[src/hw/rtl/sorted_priority_queue_defines.svh]
// Assertion macros shared by the sorted priority queue RTL.
`ifndef SORTED_PRIORITY_QUEUE_DEFINES_SVH
`define SORTED_PRIORITY_QUEUE_DEFINES_SVH

// Same-cycle implication, disabled while reset is asserted (active low).
`define SPQ_ASSERT_SAME(lbl, clk_s, rstn_s, ante, cons, msg) \
  lbl: assert property (@(posedge clk_s) disable iff (!rstn_s) (ante) |-> (cons)) \
    else $error(msg);

// Next-cycle implication, disabled while reset is asserted (active low).
`define SPQ_ASSERT_NEXT(lbl, clk_s, rstn_s, ante, cons, msg) \
  lbl: assert property (@(posedge clk_s) disable iff (!rstn_s) (ante) |=> (cons)) \
    else $error(msg);

`endif

[src/hw/rtl/spq_pkg.sv]
// Types and constants shared by the sorted priority queue modules.
`timescale 1ns / 1ps

package spq_pkg;

  localparam int VALUE_W = 32;
  localparam int PRIO_W  = 10;
  localparam int OP_W    = 2;
  localparam int STAT_W  = 2;

  localparam logic [PRIO_W-1:0] LOWEST_PRIO = 10'd999;

  // Request opcodes. Bit 1 set means dequeue, so the spare code dequeues too.
  localparam logic [OP_W-1:0] OP_ENQ_PLAIN = 2'd0;
  localparam logic [OP_W-1:0] OP_ENQ_PRIO  = 2'd1;
  localparam logic [OP_W-1:0] OP_DEQ       = 2'd2;
  localparam logic [OP_W-1:0] OP_DEQ_ALT   = 2'd3;

  // Result status codes.
  localparam logic [STAT_W-1:0] ST_ENQUEUED = 2'd0;
  localparam logic [STAT_W-1:0] ST_DEQUEUED = 2'd1;
  localparam logic [STAT_W-1:0] ST_EMPTY    = 2'd2;
  localparam logic [STAT_W-1:0] ST_FULL     = 2'd3;

  typedef struct packed {
    logic signed [VALUE_W-1:0] value;
    logic        [PRIO_W-1:0]  prio;
  } spq_entry_t;

  // Command broadcast to every cell of the chain at once.
  typedef struct packed {
    logic       ins;
    logic       deq;
    spq_entry_t item;
  } spq_cmd_t;

endpackage

[src/hw/rtl/spq_cell.sv]
// One storage cell of the sorted chain: holds an entry and trades with its neighbors.
`timescale 1ns / 1ps

module spq_cell (
  input  logic               clk,
  input  spq_pkg::spq_cmd_t  cmd_i,
  input  logic               occ_i,
  input  spq_pkg::spq_entry_t left_i,
  input  logic               left_gt_i,
  input  spq_pkg::spq_entry_t right_i,
  output spq_pkg::spq_entry_t entry_o,
  output logic               gt_o
);
  import spq_pkg::*;

  spq_entry_t entry_r;
  spq_entry_t entry_nxt;

  // The new item belongs at or before this cell when the cell is free or
  // holds a strictly worse priority; equal priorities stay ahead (stable).
  assign gt_o    = !occ_i || (entry_r.prio > cmd_i.item.prio);
  assign entry_o = entry_r;

  always_comb begin
    entry_nxt = entry_r;
    if (cmd_i.deq) begin
      entry_nxt = right_i;
    end else if (cmd_i.ins && gt_o) begin
      if (left_gt_i) begin
        entry_nxt = left_i;
      end else begin
        entry_nxt = cmd_i.item;
      end
    end
  end

  always_ff @(posedge clk) begin
    entry_r <= entry_nxt;
  end

endmodule

[src/hw/rtl/sorted_priority_queue.sv]
// Top level of the bounded, stable sorted priority queue built as a chain of cells.
`timescale 1ns / 1ps
//
//  Channel   Direction  Payload (tdata, lowest bit first)
//  in_*      slave      op[1:0], value[33:2], priority_req[43:34], zero pad to 48
//  out_*     master     status[1:0], out_value[33:2], now_empty[34], zero pad to 40
//
//  All cells compare their stored priority with a request in parallel
//  and shift by one place in the same edge, so the chain of DEPTH cells
//  sets the cost, not a loop over entries.
//  A request is taken each cycle while the output register is free or drained.
//  Reset (rst_n low, synchronous) clears the fill count and the output valid;
//  cell contents are left as they are and are never read until written.
//  A stalled result holds in the output register and stalls the input side.

module sorted_priority_queue #(
  parameter int DEPTH = 16
) (
  input  logic        clk,
  input  logic        rst_n,
  input  logic        in_tvalid,
  output logic        in_tready,
  input  logic [47:0] in_tdata,   // op[1:0], value[33:2], priority_req[43:34]
  output logic        out_tvalid,
  input  logic        out_tready,
  output logic [39:0] out_tdata   // status[1:0], out_value[33:2], now_empty[34]
);
  import spq_pkg::*;

`include "sorted_priority_queue_defines.svh"

  localparam int CNT_W = $clog2(DEPTH + 1);
  localparam logic [CNT_W-1:0] FULL_CNT = CNT_W'(DEPTH);

  // Unpacked request fields.
  logic        [OP_W-1:0]    req_op;
  logic signed [VALUE_W-1:0] req_value;
  logic        [PRIO_W-1:0]  req_prio;
  logic        [PRIO_W-1:0]  eff_prio;
  logic                      in_fire;
  logic                      is_deq;
  logic                      is_full;
  logic                      is_empty;

  logic [CNT_W-1:0] cnt_r;
  logic [CNT_W-1:0] cnt_nxt;

  spq_cmd_t   cmd;
  spq_entry_t cell_entry [DEPTH];
  logic       cell_gt    [DEPTH];
  logic       cell_occ   [DEPTH];

  // Result register.
  logic                      out_valid_r;
  logic        [STAT_W-1:0]  out_status_r;
  logic        [STAT_W-1:0]  out_status_nxt;
  logic signed [VALUE_W-1:0] out_value_r;
  logic signed [VALUE_W-1:0] out_value_nxt;
  logic                      out_empty_r;

  assign req_op    = in_tdata[1:0];
  assign req_value = in_tdata[33:2];
  assign req_prio  = in_tdata[43:34];

  assign in_tready = !out_valid_r || out_tready;
  assign in_fire   = in_tvalid && in_tready;
  assign is_full   = (cnt_r == FULL_CNT);
  assign is_empty  = (cnt_r == '0);

  // Decode the opcode and pick the priority the new entry will carry.
  always_comb begin
    is_deq   = 1'b0;
    eff_prio = LOWEST_PRIO;
    case (req_op) inside
      OP_DEQ, OP_DEQ_ALT: is_deq = 1'b1;
      OP_ENQ_PRIO: begin
        eff_prio = (req_prio > LOWEST_PRIO) ? LOWEST_PRIO : req_prio;
      end
      default: eff_prio = LOWEST_PRIO;
    endcase
  end

  always_comb begin
    cmd.ins        = in_fire && !is_deq && !is_full;
    cmd.deq        = in_fire && is_deq && !is_empty;
    cmd.item.value = req_value;
    cmd.item.prio  = eff_prio;
  end

  // The chain: cell 0 is the front of the queue.
  for (genvar i = 0; i < DEPTH; i++) begin : g_cell
    spq_entry_t left_e;
    logic       left_gt;
    spq_entry_t right_e;

    assign cell_occ[i] = (CNT_W'(i) < cnt_r);

    if (i == 0) begin : g_head
      assign left_e  = cmd.item;
      assign left_gt = 1'b0;
    end else begin : g_body
      assign left_e  = cell_entry[i-1];
      assign left_gt = cell_gt[i-1];
    end

    if (i == DEPTH - 1) begin : g_tail
      assign right_e = cell_entry[i];
    end else begin : g_mid
      assign right_e = cell_entry[i+1];
    end

    spq_cell u_cell (
      .clk       (clk),
      .cmd_i     (cmd),
      .occ_i     (cell_occ[i]),
      .left_i    (left_e),
      .left_gt_i (left_gt),
      .right_i   (right_e),
      .entry_o   (cell_entry[i]),
      .gt_o      (cell_gt[i])
    );
  end

  // Fill count and the status of this request.
  always_comb begin
    cnt_nxt        = cnt_r;
    out_status_nxt = ST_ENQUEUED;
    out_value_nxt  = '0;
    if (is_deq) begin
      if (is_empty) begin
        out_status_nxt = ST_EMPTY;
      end else begin
        out_status_nxt = ST_DEQUEUED;
        out_value_nxt  = cell_entry[0].value;
        cnt_nxt        = cnt_r - CNT_W'(1);
      end
    end else if (is_full) begin
      out_status_nxt = ST_FULL;
    end else begin
      cnt_nxt = cnt_r + CNT_W'(1);
    end
  end

  always_ff @(posedge clk) begin
    if (!rst_n) begin
      cnt_r       <= '0;
      out_valid_r <= 1'b0;
    end else begin
      if (in_fire) begin
        cnt_r       <= cnt_nxt;
        out_valid_r <= 1'b1;
      end else if (out_tready) begin
        out_valid_r <= 1'b0;
      end
    end
  end

  always_ff @(posedge clk) begin
    if (in_fire) begin
      out_status_r <= out_status_nxt;
      out_value_r  <= out_value_nxt;
      out_empty_r  <= (cnt_nxt == '0);
    end
  end

  assign out_tvalid = out_valid_r;
  assign out_tdata  = {5'b0, out_empty_r, out_value_r, out_status_r};

  // The fill count never runs past the number of cells.
  `SPQ_ASSERT_SAME(a_cnt_bound, clk, rst_n, 1'b1, cnt_r <= FULL_CNT, "fill count exceeds depth")

  // A dequeue from a non-empty queue removes exactly one entry.
  `SPQ_ASSERT_NEXT(a_deq_count, clk, rst_n, in_fire && is_deq && !is_empty, cnt_r == $past(cnt_r) - CNT_W'(1), "dequeue did not drop one entry")

  // Every accepted request leaves a result waiting in the next cycle.
  `SPQ_ASSERT_NEXT(a_result_follows, clk, rst_n, in_fire, out_valid_r, "accepted request produced no result")

  // An empty report always says the queue is empty afterwards.
  `SPQ_ASSERT_SAME(a_empty_flag, clk, rst_n, out_valid_r && (out_status_r == ST_EMPTY), out_empty_r, "empty status without empty flag")

endmodule
[config.mk]
export PLATFORM = sky130hd
export DESIGN_NAME = sorted_priority_queue
export DESIGN_NICKNAME = d
export VERILOG_FILES = /design/src/hw/rtl/spq_pkg.sv /design/src/hw/rtl/spq_cell.sv /design/src/hw/rtl/sorted_priority_queue.sv
export VERILOG_INCLUDE_DIRS = /design/src /design/src/hw/rtl
export SDC_FILE = /design/constraint.sdc
export NUM_CORES = 2
export LEC_CHECK = 0
export BUFFER_PORTS_ARGS = -buffer_cell sky130_fd_sc_hd__buf_2
export CORE_ASPECT_RATIO = 1.5
export CORE_UTILIZATION = 55
export DETAILED_ROUTE_END_ITERATION = 10
export GPL_TIMING_DRIVEN = 1
export PLACE_DENSITY = 0.71
export SYNTH_ARGS = -nofsm -noshare
export SYNTH_HDL_FRONTEND = slang
export SYNTH_SLANG_ARGS = --single-unit
[constraint.sdc]
create_clock -name clk -period 7.4 [get_ports clk]
set_input_delay 0 -clock clk [delete_from_list [all_inputs] [get_ports clk]]
set_output_delay 0 -clock clk [all_outputs]
set_load 0.05 [all_outputs]
==> flow_summary.toml <==
[outcome]
status = "completed"

[cts]
cts.sinks = 713
clock_latency_ns = 0.65
cts-buffers-inserted = 72
root_buffer = "clkbuf_16"
cts_hold_buffers = 38
cts_tree = "built"
post_cts_buffers = 0
cts_max_path_buffers = 3
clk_pin_slew_ns = 0.06
cts_htree_levels = 3
cts_resized = 0

[yosys]
yosysSeqAreaShare = 0.5571
synth_cells = 3540
syn_area_sq_um = 38330
synth.top_cell.area_share = 0.5539
ys_seq_elements = 713
yosysWarningCount = 0
synth-main-ff-cell = "edfxtp_1"
synth_edf_count = 707
syn_area_per_cell_sq_um = 10.83
synth_top_cell_by_area = "edfxtp_1"
synth.distinct_cells = 63
synthTopCellsByArea = "edfxtp_1 (55%), o211ai_1 (6.8%), nand2_1 (6.1%)"
async_flop_share = 0

[floorplan]
dieArea_sq_um = 70760
die_x_microns = 217.5
rows = 118
core_area_sq_um = 68950
pin_count = 94
start_util = 0.5559
die_y_microns = 325.3

[global_route]
grt_use_total = 0.3268
grt_use_met1 = 0.4012
grt_pass1_wl_microns = 178800
grt-busiest-layer = "met2"
grt_pass1_vias = 30920
grt_use_met2 = 0.5550
antenna_found_initial = 0
overflow = 0
grtUsageMet3 = 0.04582
grt_max_degree = 215

[placed_design]
place_hpwl_microns = 68780
gp_congestion = 0.9003
place_area_sq_um = 39290
portBuffers = 84

[timing]
max_slew.worst_pin.slew_ns = 1.298
period_minus_slack_ns = 4.947
setup_viol = 0
hold_violations = 0
slew_violations = 0
slew_headroom = 0.1346
rsz0062_at_grt = "false"
period_share = 0.6685
setup_tns_ns = 0
clock_skew_ns = 0.02501
max_freq_mhz = 202.1

[setup_path]
crit_path_max_fanout = 30
slowest_delay_ns = 0.92
critPathSlowestCell = "a21o_2"
reg2reg_depth = 7
path_cells = "inv_1 > ha_1 > a31oi_1 > nand2_1 > inv_1 > a21o_2 > buf_4"
cp_common_cell = "inv_1"
cp-end-kind = "flop"
start_kind = "flop"
startpoint = "cnt_r[0]"
required_ns = 7.69
reg2reg_from = "cnt_r[0]"
path_class = "flop to flop"
cp.arrival_ns = 5.24

[pwr]
p_sw_mw = 3.496
ir_drop_mv = 0.1831
p_comb_frac = 0.200
swShare = 0.3041
p_int_mw = 8.000
clkPwrFrac = 0.319
power.leakage_nw = 14.96
power_frac_seq = 0.480
power_density_nw_per_um2 = 274.0

[layout]
final_area_sq_um = 41960
area_growth_pct = 9.471
nets = 3717
drive_gt1_frac = 0.09989

[drt]
num_vias = 30330
drc_errors = 0
drt-wirelength-per-cell_microns = 26.06
antenna_left = 0
routed_wl_microns = 116100
firstDrtPassIters = 6
drt_iter0_drc = 3367
viasPerCell = 6.807

[worst_hold_path]
hp-class = "input port to flop"
min_path_cells = 5
hold_start = "in_tdata[38]"

[run]
maxCapViolCount = 0
-- worst max-delay path: cells and delay by family (launching register included) --
family	cells	cell delay [ns]
buffers and inverters	3	1.47
AND/OR/NAND/NOR	1	0.64
adder cells (fa/ha/maj)	1	0.35
AO/OA/AOI/OAI	2	1.26
flip-flops	1	0.80
-- cell usage in the layout (no fill, tap or decap), types with 49 or more instances in the layout --
cell type | netlist | final
edfxtp_1 | 707 | 707
nand2_1 | 621 | 614
o211ai_1 | 346 | 346
nand3_1 | 327 | 327
ha_1 | 163 | 163
mux2i_1 | 147 | 147
o21ai_0 | 140 | 133
nor2_1 | 128 | 127
a21oi_1 | 115 | 114
buf_2 | 99 | 84
nor3_1 | 81 | 81
clkbuf_16 | 0 | 73
nand4_1 | 70 | 70
nand2b_1 | 55 | 54
inv_1 | 49 | 49
-- state kept, by name, indices dropped and copies added, names as in the netlist --
name and flops:
out_value_r 32, g_cell.u_cell.entry_o 672, out_status_r 2, cnt_r 5, out_empty_r 1, out_tvalid 1
-- area by class of cell --
cell class	instances	area, sq um
Fill cell	5476	26990
Sequential cell	713	21350
Antenna cell	2	5.005
Tap cell	900	1126
Clock inverter	42	409.1
Inverter	49	183.9
Timing Repair Buffer	174	1279
Multi-Input combinational cell	2492	15730
Clock buffer	84	1868
-- logic make-up after synthesis --
family | share of synthesized area
adder cells (fa/ha/maj) | 0.05321
XOR/XNOR | 0.0002286
AO/OA/AOI/OAI | 0.1390
buffers and inverters | 0.03918
flip-flops | 0.5571
other | 0.00009785
AND/OR/NAND/NOR | 0.1602
multiplexers | 0.05103
-- power by group through the flow --
| stage | registers, mW | clock network, mW | logic (mW) |
|---|---|---|---|
| floorplan | 5.54 | 0 | 1.53 |
| global placement | 5.57 | 0 | 2.15 |
| detailed placement | 5.59 | 0 | 2.24 |
| CTS | 5.51 | 3.71 | 2.26 |
| global route | 5.57 | 3.83 | 2.49 |
| finish | 5.52 | 3.67 | 2.30 |
-- final timing paths --
check	end	slack [ns]
max	g_cell[13].u_cell.entry_o[40]	2.45
min	g_cell[2].u_cell.entry_o[4]	0.1
max reg2reg	g_cell[13].u_cell.entry_o[40]	2.45
min reg2reg	g_cell[14].u_cell.entry_o[11]	0.56
-- cell usage after synthesis (4+ instances only) --
master    instances
nand2_1         621
clkbuf_1        168
buf_2            99
a21oi_1         115
nand3b_1          5
nor3_1           81
o21a_1            9
mux2_2           43
nand2b_1         55
and3_1           32
and2_1            6
nand4_1          70
o21ai_0         140
o211ai_1        346
a211oi_1         12
buf_4             6
o221a_2          34
inv_1            49
nor3b_1           5
dfxtp_1           6
o31ai_1           4
o21ai_1           6
mux2i_1         147
a21o_1           15
nor2b_1           7
o31a_1            4
a31oi_1           4
a221oi_1          6
nand3_1         327
a22oi_1           5
o22ai_1          35
o221ai_1         20
nor4_1            4
edfxtp_1        707
ha_1            163
nor2_1          128
buf_1             6
and4_1            4
buf_6            11
-- metal layers --
metal,share of wire,vias up
li1,-,13380
met1,0.37,15000
met2,0.50,1576
met3,0.078,368
met4,0.053,0
met5,0,-
-- through the flow --
| stage | std cells | hold WS [ns] | total power, mW | utilization | setup slack [ns] |
|---|---|---|---|---|---|
| 6_report | 4456 | 0.09523 | 11.50 | 0.6085 | 2.453 |
| 5_1_grt | 4454 | 0.1406 | 11.89 | 0.6084 | 2.307 |
| 4_1_cts | 4454 | 0.05967 | 11.48 | 0.6084 | 2.556 |
| 3_5_place_dp | 4290 | 0.2843 | 7.831 | 0.5699 | 2.346 |
| 3_3_place_gp | 4290 | 0.2744 | 7.718 | 0.5699 | 2.588 |
| 2_1_floorplan | 3544 | 0.1177 | 7.070 | - | 1.080 |
Power figures use the tool's default switching activity.
